==> src/rtl/core/bnhc_pkg.sv <==
// Package for the nearest-barcode classifier: field widths, codes, FSM states
// and the control structs shared by the core modules. No dependencies.
`default_nettype none

package bnhc_pkg;

    localparam int DICT_DEPTH_DEFAULT = 256;
    localparam int MAX_CHARS_DEFAULT  = 8;

    localparam int BARCODE_W = 64;
    localparam int INDEX_W   = 8;
    localparam int COUNT_W   = 9;
    localparam int DIST_W    = 4;
    localparam int CFG_W     = 4;
    localparam int CFG_IDX_W = 2;
    localparam int CFG_DATA_W = 9;

    localparam logic [CFG_IDX_W-1:0] CFG_MAX_MISMATCH   = 2'd0;
    localparam logic [CFG_IDX_W-1:0] CFG_BARCODE_LENGTH = 2'd1;
    localparam logic [CFG_IDX_W-1:0] CFG_ENTRY_COUNT    = 2'd2;

    localparam logic [CFG_W-1:0]   MAX_MISMATCH_RESET   = 4'd1;
    localparam logic [CFG_W-1:0]   BARCODE_LENGTH_RESET = 4'd6;
    localparam logic [COUNT_W-1:0] ENTRY_COUNT_RESET    = 9'd0;

    localparam logic OP_LOAD     = 1'b0;
    localparam logic OP_CLASSIFY = 1'b1;

    typedef enum logic [1:0] {
        VERDICT_MATCH     = 2'd0,
        VERDICT_AMBIGUOUS = 2'd1,
        VERDICT_NONE      = 2'd2
    } verdict_t;

    typedef enum logic [1:0] {
        ST_IDLE,
        ST_SCAN,
        ST_DRAIN,
        ST_DONE
    } ctrl_state_t;

    typedef struct packed {
        logic clear;
        logic rd_en;
    } scan_ctl_t;

    typedef struct packed {
        logic rd_valid;
        logic dist_valid;
    } pipe_status_t;

endpackage

`default_nettype wire

==> src/rtl/core/bnhc_ctrl.sv <==
// Sequencer of the classifier: accepts requests, walks the dictionary
// addresses and hands the result to the output register. Uses bnhc_pkg.
`default_nettype none

module bnhc_ctrl #(
    parameter int DICT_DEPTH = bnhc_pkg::DICT_DEPTH_DEFAULT,
    parameter int AW = (DICT_DEPTH > 1) ? $clog2(DICT_DEPTH) : 1
) (
    input  logic                        aclk,
    input  logic                        aresetn,
    input  logic                        s_valid,
    input  logic                        s_op,
    input  logic [bnhc_pkg::COUNT_W-1:0] entry_count,
    input  bnhc_pkg::pipe_status_t      pipe_status,
    input  logic                        out_free,
    output logic                        s_ready,
    output bnhc_pkg::scan_ctl_t         scan_ctl,
    output logic [AW-1:0]               rd_addr,
    output logic                        out_load
);
    import bnhc_pkg::*;

    localparam int DW = $clog2(DICT_DEPTH + 1);
    localparam int LW = (DW > COUNT_W) ? DW : COUNT_W;
    localparam int PW = (LW > AW) ? LW : AW;

    ctrl_state_t   state_reg, state_next;
    logic [AW-1:0] cnt_reg, cnt_next;
    logic [LW-1:0] count_wide;
    logic [LW-1:0] count_clip;
    logic [PW-1:0] cnt_wide;
    logic [PW-1:0] last_wide;
    logic          count_zero;
    logic          cnt_last;
    logic          start;
    logic          pipe_empty;

    assign count_wide = LW'(entry_count);
    assign count_clip = (count_wide > LW'(DICT_DEPTH)) ? LW'(DICT_DEPTH) : count_wide;
    assign count_zero = (count_clip == '0);
    assign cnt_wide   = PW'(cnt_reg);
    assign last_wide  = PW'(count_clip - 1'b1);
    assign cnt_last   = (cnt_wide == last_wide);
    assign start      = (state_reg == ST_IDLE) && s_valid && (s_op == OP_CLASSIFY);
    assign pipe_empty = !pipe_status.rd_valid && !pipe_status.dist_valid;

    always_comb begin
        state_next = state_reg;
        cnt_next   = cnt_reg;
        case (state_reg)
            ST_IDLE: begin
                cnt_next = '0;
                if (start) begin
                    state_next = count_zero ? ST_DRAIN : ST_SCAN;
                end
            end
            ST_SCAN: begin
                cnt_next = cnt_reg + 1'b1;
                if (cnt_last) begin
                    state_next = ST_DRAIN;
                end
            end
            ST_DRAIN: begin
                if (pipe_empty) begin
                    state_next = ST_DONE;
                end
            end
            ST_DONE: begin
                if (out_free) begin
                    state_next = ST_IDLE;
                end
            end
            default: begin
                state_next = ST_IDLE;
            end
        endcase
    end

    always_comb begin
        s_ready        = 1'b0;
        scan_ctl.clear = 1'b0;
        scan_ctl.rd_en = 1'b0;
        out_load       = 1'b0;
        case (state_reg)
            ST_IDLE: begin
                s_ready        = 1'b1;
                scan_ctl.clear = start;
            end
            ST_SCAN: begin
                scan_ctl.rd_en = 1'b1;
            end
            ST_DRAIN: begin
            end
            ST_DONE: begin
                out_load = out_free;
            end
            default: begin
            end
        endcase
    end

    always_ff @(posedge aclk) begin
        if (!aresetn) begin
            state_reg <= ST_IDLE;
            cnt_reg   <= '0;
        end else begin
            state_reg <= state_next;
            cnt_reg   <= cnt_next;
        end
    end

    assign rd_addr = cnt_reg;

endmodule

`default_nettype wire

==> config.mk <==
export PLATFORM = sky130hd
export DESIGN_NAME = bnhc_ctrl
export DESIGN_NICKNAME = d
export VERILOG_FILES = /design/src/rtl/core/bnhc_pkg.sv /design/src/rtl/core/bnhc_ctrl.sv
export SDC_FILE = /design/constraint.sdc
export NUM_CORES = 1
export LEC_CHECK = 0
export ABC_AREA = 1
export BUFFER_PORTS_ARGS = -buffer_cell sky130_fd_sc_hd__buf_2
export CORE_MARGIN = 8
export CORE_UTILIZATION = 45
export CTS_CLUSTER_SIZE = 28
export DETAILED_ROUTE_END_ITERATION = 8
export GPL_TIMING_DRIVEN = 0
export HOLD_SLACK_MARGIN = 0.15
export PLACE_DENSITY = 0.86
export SLEW_MARGIN = 0
export SYNTH_ARGS = -nofsm -noshare
export SYNTH_HDL_FRONTEND = slang
export SYNTH_SLANG_ARGS = --single-unit
==> constraint.sdc <==
create_clock -name aclk -period 1.6 [get_ports aclk]
set_input_delay 0.24 -clock aclk [delete_from_list [all_inputs] [get_ports aclk]]
set_output_delay 0.24 -clock aclk [all_outputs]
set_load 0.02 [all_outputs]
[Word-level counts from Yosys, hierarchy flattened]
Index checks and enable logic that the tools add are counted.
Operators by class
  multiplexer cells: 12
  add/subtract/negate cells: 2
  magnitude comparators: 1
  equal/unequal tests: 8
  reduce and logical (&&, ||, !) cells: 9
Operator list (number)
  $pmux W8 S2: 1
  $mux W2: 5
  $eq A8 B9 Y1: 1
  $gt A9 B9 Y1 const B: 1
  $logic_not A9 Y1: 1
  $mux W9: 1
  $sub A9 B1 Y9 const B: 1
  $add A8 B1 Y8 const B: 1
  $ne A2 B2 Y1 const B: 4
  $pmux W2 S4: 1
  $eq A2 B2 Y1 const B: 2
  $mux W1: 4
  $reduce_and A4 Y1: 1
  $logic_and A1 B1 Y1: 3
  $eq A2 B1 Y1 const B: 1
  $logic_not A1 Y1: 2
  $logic_not A2 Y1: 1
  $reduce_bool A2 Y1: 1
Word-level totals
  register bits after elaboration: 10
  word-level logic and storage cells: 34

[Longest topological paths before layout]
  depth after elaboration: 6
  depth in mapped cells: 15

[Worst setup path before layout]
No wires, ideal clock.
  kind: input to register
  start point: input port entry_count[8] (netlist name)
  end point: register state_reg[0]
  path buffers: 1
  cell stages on the path: 14
  setup time: 0.115 ns
  arrival: 1.593 ns
  slack: -0.108 ns
  cell sequence: inv_2 buf_6 nand2_1 ha_1 xnor2_1 o21bai_1 a21oi_1 nand2_1 nor2_1 nand3_1 nand2_2 nand3_1 nand2_1 nor2_1
On the way
  word-level cells in the longest chain between the ends: 6
Ends and longest elaborated chain
  start: declaration: RTL line bnhc_ctrl.sv:13  | input logic [bnhc_pkg::COUNT_W-1:0] entry_count,
  $gt A9 B9 Y1: RTL line bnhc_ctrl.sv:39  | assign count_clip = (count_wide > LW'(DICT_DEPTH)) ? LW'(DICT_DEPTH) : count_wide;
  $mux W9 *: RTL line bnhc_ctrl.sv:39
  $sub A9 B1 Y9 / $logic_not A9 Y1 (equally long branches): RTL line bnhc_ctrl.sv:42, bnhc_ctrl.sv:40
  $eq A8 B9 Y1 / $mux W2 (equally long branches): RTL line bnhc_ctrl.sv:43, bnhc_ctrl.sv:54
  $ne A2 B2 Y1 (no source line) / $mux W2 (equally long branches)
  $reduce_and A4 Y1 (no source line) / $pmux W2 S4 (equally long branches)
  end signal: assignment: RTL line bnhc_ctrl.sv:107  | state_reg <= state_next;
  end: declaration: RTL line bnhc_ctrl.sv:27  | ctrl_state_t state_reg, state_next;
Mark *: on every way between the ends. The rest lies on a longest branch, timed or not. The select of a mux whose other input is x is not followed.
A chain may end at the register's enable or synchronous reset.

==> flow_summary_export.csv <==
group,metric,value,unit
run_status,status,"finished clean",
clock_tree,h-tree-depth,1,
cells_and_area,fin_area,1240,um2
clock_tree,holdBufCountCts,0,
logic_synthesis,syn_nets,170,
global_route,grt_max_degree,11,
cells_and_area,utilization,63.9,%
run,cap_violations,0,
clock_tree,root_buffer,"clkbuf_4",
timing,finalHoldViolCount,0,
floorplan,num_rows,16,
floorplan,fp.dieH,61.1,um
clock_tree,clockBufferDepth,2,
floorplan,start_util,47.2,%
placement,dp_slack,-276,ps
cells_and_area,insertedDiodeCount,0,
critical_path,cp.arrival,1280,ps
cells_and_area,drive_above_1_share,33.7,%
timing,rsz0062_at_grt,"true",
clock_tree,cts_tree,"done",
power_and_ir_drop,p_leak,0.581,nW
critical_path,worstSetupPathType,"flop to primary output",
critical_path,end_kind,"primary output",
floorplan,num_io_pins,28,
timing,worst_pin_slew,289,ps
logic_synthesis,seq_area_frac_synth,21.8,%
clock_tree,path_clk_slew,60,ps
clock_tree,cts_sinks,10,
cells_and_area,largest_reg_flops,8,
power_and_ir_drop,vdd_drop_max,0.777,mV
routing,first_pass_iters,4,
logic_synthesis,netlist_area,917,um2
critical_path,crit_fanout,6,
critical_path,path_buf_inv,2,
global_route,antenna_found_initial,0,
timing,fin_ws,80.6,ps
floorplan,die_area,3740,um2
routing,ant_nets,0,
critical_path,start_kind,"flop",
global_route,grt.met3_usage,4.18,%
routing,remaining_drc_errors,0,
logic_synthesis,syn_inst,148,
critical_path,cp_slowest_cell,"dfxtp_2",
timing,fmax,658,MHz
critical_path,required,1360,ps
global_route,met1_usage,15.2,%
timing,relSlewSlack,80.5,%
cells_and_area,syn_to_final_growth,35.3,%
global_route,top_usage_layer,"met2",
logic_synthesis,yosysWarnings,0,
timing,period_share,95.0,%
routing,wl_per_cell,12.2,um
global_route,grt-ovfl-total,0,
timing,min_period,1520,ps
logic_synthesis,syn_avg_cell_area,6.20,um2
global_route,grt_pass1_vias,1037,
routing,drt_iter0_markers,36,
global_route,track_usage,14.0,%
power_and_ir_drop,p_per_area,867,nW/um2
placement,io_buffers,27,
routing,vias_per_cell,5.18,
clock_tree,numCtsBuffers,3,
timing,whs,250,ps
logic_synthesis,synth-seq-cells,10,
cells_and_area,fillCellCount,188,
logic_synthesis,ys_types,21,
floorplan,coreArea,1940,um2
placement,gp_congestion,0.906,
routing,vias,1077,
timing,skew,5.83,ps
global_route,grtUsageMet2,24.5,%
critical_path,critPathTopFamily,"flip-flops",
routing,routed_wl,2540,um
timing,slew_viol_final,0,
global_route,grt_pass1_wl,4080,um
min_path,holdCritPathClass,"primary input to flop",
cells_and_area,layout.nets,205,
power_and_ir_drop,power,1.08,mW
critical_path,cp_cell_sequence,"inv_1 -> ha_2 -> and3_1 -> buf_2",
placement,postPlaceCellArea,1110,um2
floorplan,die_w,61.1,um
placement,dp_hpwl,1940,um
critical_path,slowest_delay,350,ps
clock_tree,clk_latency,270,ps
timing,setup_viol,0,
[cells by family after synthesis]
group | share of synthesized area (%)
AND/OR/NAND/NOR | 37.1
AO/OA/AOI/OAI | 18.7
buffers and inverters | 9.41
flip-flops | 21.8
adder cells (fa/ha/maj) | 8.19
XOR/XNOR | 4.78
[routing by layer]
layer	wire (um)	up-vias	part of all wire, %
li1	-	547	-
met1	1070	483	42
met2	1260	37	49
met3	165	10	6.5
met4	49	0	1.9
met5	0	-	0
[report_power, final]
group	leakage (nW)	internal [mW]	switching, mW	total [mW]
clock	0.0138	0.0870	0.0858	0.173
sequential	0.0820	0.280	0.0373	0.317
combinational	0.486	0.227	0.359	0.586
total	0.581	0.594	0.483	1.08
[cell type report]
type / count / area, um2 / share of cell area (%)
Clock buffer: 3 / 22.5 / 1.81
Tap cell: 27 / 33.8 / 2.72
Sequential cell: 10 / 203 / 16.3
Buffer: 1 / 15.0 / 1.21
Timing Repair Buffer: 30 / 168 / 13.5
Inverter: 20 / 82.6 / 6.65
Multi-Input combinational cell: 117 / 717 / 57.8
[final timing paths]
check | startpoint | endpoint | slack (ps) | depth (start not counted)
max | state_reg[0] | scan_ctl[1] | 80 | 4
min | aresetn | state_reg[1] | 250 | 3
max reg2reg | state_reg[1] | rd_addr[7] | 140 | 9
min reg2reg | rd_addr[5] | rd_addr[5] | 510 | 2
[cells in the final DEF, fill, tap and decap left out, drive strengths merged, types with 4 or more instances in the layout]
| cell | synthesis | layout |
|---|---|---|
| a211oi | 4 | 4 |
| a21oi | 11 | 11 |
| buf | 1 | 31 |
| dfxtp | 10 | 10 |
| ha | 6 | 6 |
| inv | 20 | 20 |
| nand2 | 43 | 43 |
| nand3 | 12 | 12 |
| nor2 | 18 | 18 |
| o21ai | 12 | 12 |
[Yosys cell counts]
cell | count | area share, %
o21bai_1 | 1 | 0.82
xnor2_1 | 2 | 1.9
ha_1 | 6 | 8.2
inv_2 | 1 | 0.41
a21oi_1 | 11 | 6.0
nand3_1 | 12 | 6.5
o21ai_0 | 10 | 5.5
inv_1 | 19 | 7.8
and3_1 | 1 | 0.68
nand2_2 | 5 | 3.4
nor2_1 | 18 | 7.4
o21ai_2 | 2 | 1.9
nand2_1 | 37 | 15
a211oi_1 | 4 | 3.3
o221a_2 | 1 | 1.2
nand2_4 | 1 | 1.2
nor3_1 | 1 | 0.55
dfxtp_1 | 10 | 22
xor2_1 | 3 | 2.9
buf_6 | 1 | 1.2
nor3_2 | 2 | 2.2
[stage by stage]
| step | setup TNS, ps | std cells |
|---|---|---|
| 2_1_floorplan | -8.07 | 148 |
| 3_3_place_gp | -480 | 202 |
| 3_5_place_dp | -658 | 202 |
| 4_1_cts | -14.3 | 205 |
| 5_1_grt | -127 | 208 |
| 6_report | 0 | 208 |
[worst min-delay path, cell delays in order]
cell,delay (ps)
buf_2,130
nand2_1,70
nor2_1,30
[repair_timing]
action,in CTS,in global routing
hold endpoints to repair,0,0
endpoints found under the setup margin,2,5
buffers inserted,0,3
gates resized for setup,3,18
pin swaps,0,8
Power figures use the tool's default switching activity.
