==> src/rtl/core/bnhc_pkg.sv <==
// Package for the nearest-barcode classifier: field widths, codes, FSM states
// and the control structs shared by the core modules. No dependencies.
`default_nettype none

package bnhc_pkg;

    localparam int DICT_DEPTH_DEFAULT = 256;
    localparam int MAX_CHARS_DEFAULT  = 8;

    localparam int BARCODE_W = 64;
    localparam int INDEX_W   = 8;
    localparam int COUNT_W   = 9;
    localparam int DIST_W    = 4;
    localparam int CFG_W     = 4;
    localparam int CFG_IDX_W = 2;
    localparam int CFG_DATA_W = 9;

    localparam logic [CFG_IDX_W-1:0] CFG_MAX_MISMATCH   = 2'd0;
    localparam logic [CFG_IDX_W-1:0] CFG_BARCODE_LENGTH = 2'd1;
    localparam logic [CFG_IDX_W-1:0] CFG_ENTRY_COUNT    = 2'd2;

    localparam logic [CFG_W-1:0]   MAX_MISMATCH_RESET   = 4'd1;
    localparam logic [CFG_W-1:0]   BARCODE_LENGTH_RESET = 4'd6;
    localparam logic [COUNT_W-1:0] ENTRY_COUNT_RESET    = 9'd0;

    localparam logic OP_LOAD     = 1'b0;
    localparam logic OP_CLASSIFY = 1'b1;

    typedef enum logic [1:0] {
        VERDICT_MATCH     = 2'd0,
        VERDICT_AMBIGUOUS = 2'd1,
        VERDICT_NONE      = 2'd2
    } verdict_t;

    typedef enum logic [1:0] {
        ST_IDLE,
        ST_SCAN,
        ST_DRAIN,
        ST_DONE
    } ctrl_state_t;

    typedef struct packed {
        logic clear;
        logic rd_en;
    } scan_ctl_t;

    typedef struct packed {
        logic rd_valid;
        logic dist_valid;
    } pipe_status_t;

endpackage

`default_nettype wire

==> src/rtl/core/bnhc_match.sv <==
// Shared distance and compare unit: counts unequal characters of one entry
// per cycle and keeps the running minimum and tie state. Uses bnhc_pkg.
`default_nettype none

module bnhc_match #(
    parameter int MAX_CHARS = bnhc_pkg::MAX_CHARS_DEFAULT,
    parameter int AW = 8
) (
    input  logic                      aclk,
    input  logic                      aresetn,
    input  bnhc_pkg::scan_ctl_t       scan_ctl,
    input  logic [8*MAX_CHARS-1:0]    code_in,
    input  logic [bnhc_pkg::CFG_W-1:0] len_eff,
    input  logic [bnhc_pkg::CFG_W-1:0] cutoff,
    input  logic                      rd_valid,
    input  logic [8*MAX_CHARS-1:0]    rd_data,
    input  logic [AW-1:0]             rd_idx,
    output logic                      dist_valid,
    output logic                      hit,
    output logic                      multi,
    output logic [bnhc_pkg::DIST_W-1:0] best,
    output logic [AW-1:0]             best_idx
);
    import bnhc_pkg::*;

    logic [8*MAX_CHARS-1:0] code_reg;
    logic [DIST_W-1:0]      dist_next;
    logic [DIST_W-1:0]      dist_reg;
    logic [AW-1:0]          idx_reg;
    logic                   dist_valid_reg;
    logic                   hit_reg;
    logic                   multi_reg;
    logic [DIST_W-1:0]      best_reg;
    logic [AW-1:0]          best_idx_reg;

    always_comb begin
        dist_next = '0;
        for (int i = 0; i < MAX_CHARS; i++) begin
            if ((CFG_W'(i) < len_eff) && (rd_data[8*i +: 8] != code_reg[8*i +: 8])) begin
                dist_next = dist_next + 1'b1;
            end
        end
    end

    always_ff @(posedge aclk) begin
        if (scan_ctl.clear) begin
            code_reg <= code_in;
        end
        if (rd_valid) begin
            dist_reg <= dist_next;
            idx_reg  <= rd_idx;
        end
    end

    always_ff @(posedge aclk) begin
        if (!aresetn) begin
            dist_valid_reg <= 1'b0;
            hit_reg        <= 1'b0;
            multi_reg      <= 1'b0;
            best_reg       <= '0;
            best_idx_reg   <= '0;
        end else begin
            dist_valid_reg <= rd_valid;
            if (scan_ctl.clear) begin
                hit_reg      <= 1'b0;
                multi_reg    <= 1'b0;
                best_reg     <= cutoff + 1'b1;
                best_idx_reg <= '0;
            end else if (dist_valid_reg && (dist_reg <= cutoff)) begin
                if (dist_reg < best_reg) begin
                    hit_reg      <= 1'b1;
                    multi_reg    <= 1'b0;
                    best_reg     <= dist_reg;
                    best_idx_reg <= idx_reg;
                end else if (dist_reg == best_reg) begin
                    multi_reg <= 1'b1;
                end
            end
        end
    end

    assign dist_valid = dist_valid_reg;
    assign hit        = hit_reg;
    assign multi      = multi_reg;
    assign best       = best_reg;
    assign best_idx   = best_idx_reg;

endmodule

`default_nettype wire

==> config.mk <==
export PLATFORM = sky130hd
export DESIGN_NAME = bnhc_match
export DESIGN_NICKNAME = d
export VERILOG_FILES = /design/src/rtl/core/bnhc_pkg.sv /design/src/rtl/core/bnhc_match.sv
export SDC_FILE = /design/constraint.sdc
export NUM_CORES = 1
export LEC_CHECK = 0
export ABC_AREA = 1
export BUFFER_PORTS_ARGS = -buffer_cell sky130_fd_sc_hd__buf_2
export CORE_ASPECT_RATIO = 2
export CORE_MARGIN = 4
export CORE_UTILIZATION = 45
export DETAILED_ROUTE_END_ITERATION = 7
export GPL_TIMING_DRIVEN = 0
export PLACE_DENSITY_LB_ADDON = 0.3
export SKIP_CTS_REPAIR_TIMING = 1
export SYNTH_ARGS = -nofsm -noshare
export SYNTH_HDL_FRONTEND = slang
export SYNTH_SLANG_ARGS = --single-unit
==> constraint.sdc <==
create_clock -name aclk -period 12.2 [get_ports aclk]
set_clock_uncertainty 0.2 [all_clocks]
set_input_delay 0 -clock aclk [delete_from_list [all_inputs] [get_ports aclk]]
set_output_delay 0 -clock aclk [all_outputs]
set_load 0.05 [all_outputs]
[After elaboration in Yosys (flattened, before gate mapping)]
Cells that the tools add are included.
Storage, ports and cells
  bits in registers: 91
  input port bits: 149
  output and inout bits: 15
  word-level logic and storage cells: 65
Cells by class
  $add $sub $neg: 8
  order comparisons: 10
  eq/ne operators: 9
  multiplexer cells: 13
  bitwise gates (word level): 1
  reductions and logical operators: 16
Operator list (number)
  8-bit != test: 8
  4-bit two-way mux: 10
  4-bit by 1-bit adder with 4-bit output (second input constant): 8
  3-bit by 4-bit less-than comparator with 1-bit output (first input constant): 4
  1-bit logical AND: 9
  1-bit by 4-bit less-than comparator with 1-bit output (first input constant): 2
  2-bit by 4-bit less-than comparator with 1-bit output (first input constant): 2
  2-bit AND reduction: 3
  2-bit nonzero test: 3
  4-bit equality test: 1
  4-bit less-or-equal comparator: 1
  4-bit less-than comparator: 1
  1-bit two-way mux: 3
  2-bit OR reduction: 1
  1-bit inverter: 1

[Depth between registers and ports, before layout]
  depth in word-level cells: 17
  gate-level depth with buffers: 33
  gate-level depth less buffers: 33

[Least setup slack after synthesis]
Ideal clock, no wire load.
  kind: register to register
  from: reg code_reg[6]
  to: reg dist_reg[1], data pin
  setup time: 0.262 ns
  arrival time: 3.691 ns
  required time: 11.738 ns
  path slack: 8.047 ns
  cell stages (with the launch flop): 29
  buffers on the path: 0
  clock period less this slack: 4.153 ns
  cell sequence: edfxtp_1 inv_1 or2_2 o21ai_0 a211oi_1 nand4_1 nor3_1 a21oi_1 ha_1 inv_1 nand3_2 nand2_1 ha_1 inv_1 nand2_1 nand2_1 inv_1 ha_1 or2_2 nand2_1 nand2_1 nand3_1 and2_1 ha_1 nand2_1 o21ai_0 ha_1 nor2_1 a31oi_1
Between the ends
  word-level cells in the longest chain between the ends: 17
Ends and longest elaborated chain
  start, declared: line bnhc_match.sv:26  | logic [8*MAX_CHARS-1:0] code_reg;
  start signal, assigned: line bnhc_match.sv:47  | code_reg <= code_in;
  8-bit != test (*): line bnhc_match.sv:39  | if ((CFG_W'(i) < len_eff) && (rd_data[8*i +: 8] != code_reg[8*i +: 8])) begin
  1-bit logical AND (*): line bnhc_match.sv:39
  1-bit two-way mux (*): line bnhc_match.sv:39
  4-bit by 1-bit adder with 4-bit output: line bnhc_match.sv:40  | dist_next = dist_next + 1'b1;
  4-bit two-way mux (*): line bnhc_match.sv:39
  4-bit by 1-bit adder with 4-bit output: line bnhc_match.sv:40
  4-bit two-way mux (*): line bnhc_match.sv:39
  4-bit by 1-bit adder with 4-bit output: line bnhc_match.sv:40
  (+2 left out)
  4-bit two-way mux (*): line bnhc_match.sv:39
  4-bit by 1-bit adder with 4-bit output: line bnhc_match.sv:40
  4-bit two-way mux (*): line bnhc_match.sv:39
  4-bit by 1-bit adder with 4-bit output: line bnhc_match.sv:40
  4-bit two-way mux (*): line bnhc_match.sv:39
  4-bit by 1-bit adder with 4-bit output: line bnhc_match.sv:40
  4-bit two-way mux (*): line bnhc_match.sv:39
  net dist_next[1]: line bnhc_match.sv:27  | logic [DIST_W-1:0] dist_next;
  end signal, assigned: line bnhc_match.sv:50  | dist_reg <= dist_next;
  end, declared: line bnhc_match.sv:28  | logic [DIST_W-1:0] dist_reg;
The timed path passes the listed nets; every way through them passes the cells marked *.
A chain may end at the register's enable or synchronous reset.

[Worst setup path in the final report]
Ends and elaborated chain as after synthesis.

==> impl_results.md <==
- Seq pwr share: 45.0%
- Clock transition at path regs: 60 ps
- Most frequent cells after synthesis: nand2_1 (113), edfxtp_1 (76), inv_1 (65)
- Final setup fails: 0
- CP peak stage delay: 390 ps
- Power Density: 122 nW/µm²
- Met2 usage: 33.0%
- Max_cap viols: 0
- Detailed Route Iter0 Violations: 126
- Final wirelength: 11.9 mm
- Max reg flops: 64
- Failing checks: hold timing
- IO buf count: 162
- Fraction of layout cells with a size suffix above 1: 28.7%
- Die area: 12500 µm²
- DP HPWL: 8.42 mm
- Fill cell total of the finished layout: 868
- Vias in the first global route: 3961
- Sequential-to-total area share from yosys stat: 53.8%
- CTS Buf Count: 9
- Placer congestion estimate: 0.879
- Post-synth cell types: 35
- Core area: 10500 µm²
- Area growth syn-to-layout: 43.3%
- Internal power: 626 µW
- Synth area leader: edfxtp_1
- Via density: 4.75
- Sw Share: 25.4%
- Most used cell, CP: nand2_1
- Cells after Synth: 493
- Clk root buf: clkbuf_16
- Switch Pwr: 213 µW
- GR Overflow Total: 0
- FFs w/ async S/R, synth: 0%
- FF-to-FF path depth: 28
- Max-slew violation count: 0
- CP Data Arrival Time: 4530 ps
- CTS tree: yes
- Vias: 4217
- Met3 Use GR: 3.52%
- Post-synth EDFFs: 76
- Layout Cells excl Fill: 887
- Setup TNS: 0 ps
- Max stage delay cell, worst path: ha_1
- DR pass1 iterations: 5
- Worst EP required: 12070 ps
- Post-synth top area share: 47.6%
- Final hold vios: 1
- Rows: 53
- H-tree depth: 3
- Post-route DRC violation count: 0
- Reg2reg end: dist_reg[1]
- VDD IR-drop max: 0.000101 V
- Die height: 154 µm
- Nets: 911
- First-pass GRT wire length: 16.2 mm
- Worst-Skew Late Latency: 330 ps
- Average routed wire per standard cell: 13.4 µm
- Worst-Margin Slew: 880 ps
- Mapped Area: 4800 µm²
- Most common cell in the netlist: nand2_1
- Top FF cell, synth: edfxtp_1
- CP Max Fanout: 4
- Power Total: 839 µW
- Largest net degree at the start of global routing: 70
- Initial antenna violation count: 1
- Power share of the clock group: 33.4%
- Synthesized net count: 660
- Reg-to-reg critical path startpoint: code_reg[6]
- Worst slew margin: 41.4%
- WHS: -52.2 ps
- Status: finished, violations left
- Final min period: 4660 ps
- Combinational fraction of design power: 21.6%
- LEAKAGE: 3.24 nW
- Grt peak-use layer: met2
- Hold WC Path Type: primary input to register
- Flops & latches, synth: 91
- Met1 Usage GRT: 14.8%
- Crit path capture type: register
- Setup crit start kind: register
- Max Freq: 0.215 GHz
- Avg Cell Area, Syn: 9.73 µm²
- Hold path startpoint: cutoff[1]
- Initial core utilization: 45.8%
- Maximum clock insertion buffer count: 2
- RSZ-0062 raised after global routing: false
- Gr usage total: 16.8%
- Worst Hold End: best[1]
- Antenna-violating nets left: 0
- Io pins: 164
- Hold Path Cell Cnt: 4
- CTS Sinks: 91
- FF-to-FF setup slack: 7540 ps
- Placed Cells: 792
- Final core area utilization: 65.6%
- Final worst-path cycle share: 38.2%
- Top cells by area, synth: edfxtp_1 (48%), nand2_1 (8.8%), dfxtp_1 (6.3%)
- Crit path kind: register to register
- Yosys warning total: 0
- Die X: 81.0 µm
## power by group through the flow
stage / clock (mW) / sequential, mW / combinational [mW]
after floorplan: 0 / 0.389 / 0.0983
after global placement: 0 / 0.382 / 0.153
after detailed placement: 0 / 0.384 / 0.160
after CTS: 0.289 / 0.377 / 0.161
after global routing: 0.304 / 0.379 / 0.205
final: 0.281 / 0.377 / 0.181
## metal layers
metal	part of all wire, %	wire, µm	up-vias
met5	0	0	-
met4	4.1	488	0
met3	3.8	456	37
met2	60	7140	123
met1	32	3790	1928
li1	-	-	2129
## per-stage QoR
stage / cell area [µm²] / hold WS [ps] / setup WS (ps)
global placement: 5780 / -23.7 / 7800
floorplan: 4800 / -107 / 8050
global route: 6880 / 3.84 / 7150
detailed placement: 5780 / -21.9 / 7650
CTS: 6090 / -374 / 7650
finish: 6880 / -52.2 / 7540
## critical path, delay by kind of cell (launching register included)
family,cells,cell delay (ps)
AND/OR/NAND/NOR,14,1550
adder cells (fa/ha/maj),5,1500
AO/OA/AOI/OAI,5,520
flip-flops,1,380
buffers and inverters,4,280
## placed cells by master, fill, tap and decap left out, drive strengths merged
| cell type | instances |
|---|---|
| nand3b | 1 |
| o21a | 3 |
| xor2 | 31 |
| o211ai | 1 |
| a211oi | 2 |
| a31oi | 5 |
| buf | 163 |
| clkbuf | 14 |
| or2 | 9 |
| edfxtp | 76 |
| nand2 | 130 |
| nand4 | 6 |
| o221ai | 1 |
| dlygate4sd3 | 78 |
| nor4 | 3 |
| inv | 67 |
| bufinv | 1 |
| and2 | 2 |
| a32o | 1 |
| o21ai | 6 |
| nor3 | 3 |
| a21oi | 12 |
| clkinv | 1 |
| diode | 1 |
| ha | 18 |
| o211a | 1 |
| nand3 | 43 |
| a221oi | 1 |
| dfxtp | 15 |
| nor3b | 1 |
| nor2 | 35 |
| xnor2 | 19 |
## how the worst max path moves through the flow
| stage | end | depth (start not counted) | slack (ps) | startpoint |
|---|---|---|---|---|
| 2_1_floorplan | dist_reg[1] | 28 | 8050 | code_reg[6] |
| 3_3_place_gp | dist_reg[1] | 28 | 7800 | code_reg[6] |
| 3_5_place_dp | dist_reg[1] | 28 | 7650 | code_reg[6] |
| 4_1_cts | dist_reg[1] | 28 | 7650 | code_reg[6] |
| 5_1_grt | dist_reg[3] | 32 | 7150 | code_reg[6] |
| 6_report | dist_reg[1] | 28 | 7540 | code_reg[6] |
## cell type report
type | instances | area, µm² | share of cell area (%)
diodes | 1 | 2.50 | 0.0364
flip-flops and latches | 91 | 2580 | 37.6
clock buffers | 14 | 275 | 4.00
multi-input cells | 334 | 1960 | 28.5
clock inverters | 2 | 33.8 | 0.491
plain buffers | 1 | 5.00 | 0.0728
well taps | 137 | 171 | 2.49
inverters | 67 | 251 | 3.66
repair buffers | 240 | 1590 | 23.2
## kinds of logic after synthesis
group | synth area share [%]
flops | 53.8
simple gates | 22.8
compound gates | 4.25
fa+ha+maj | 4.69
buf+inv | 5.35
xor+xnor | 9.13
No activity file was read; power rests on OpenSTA's default activity.
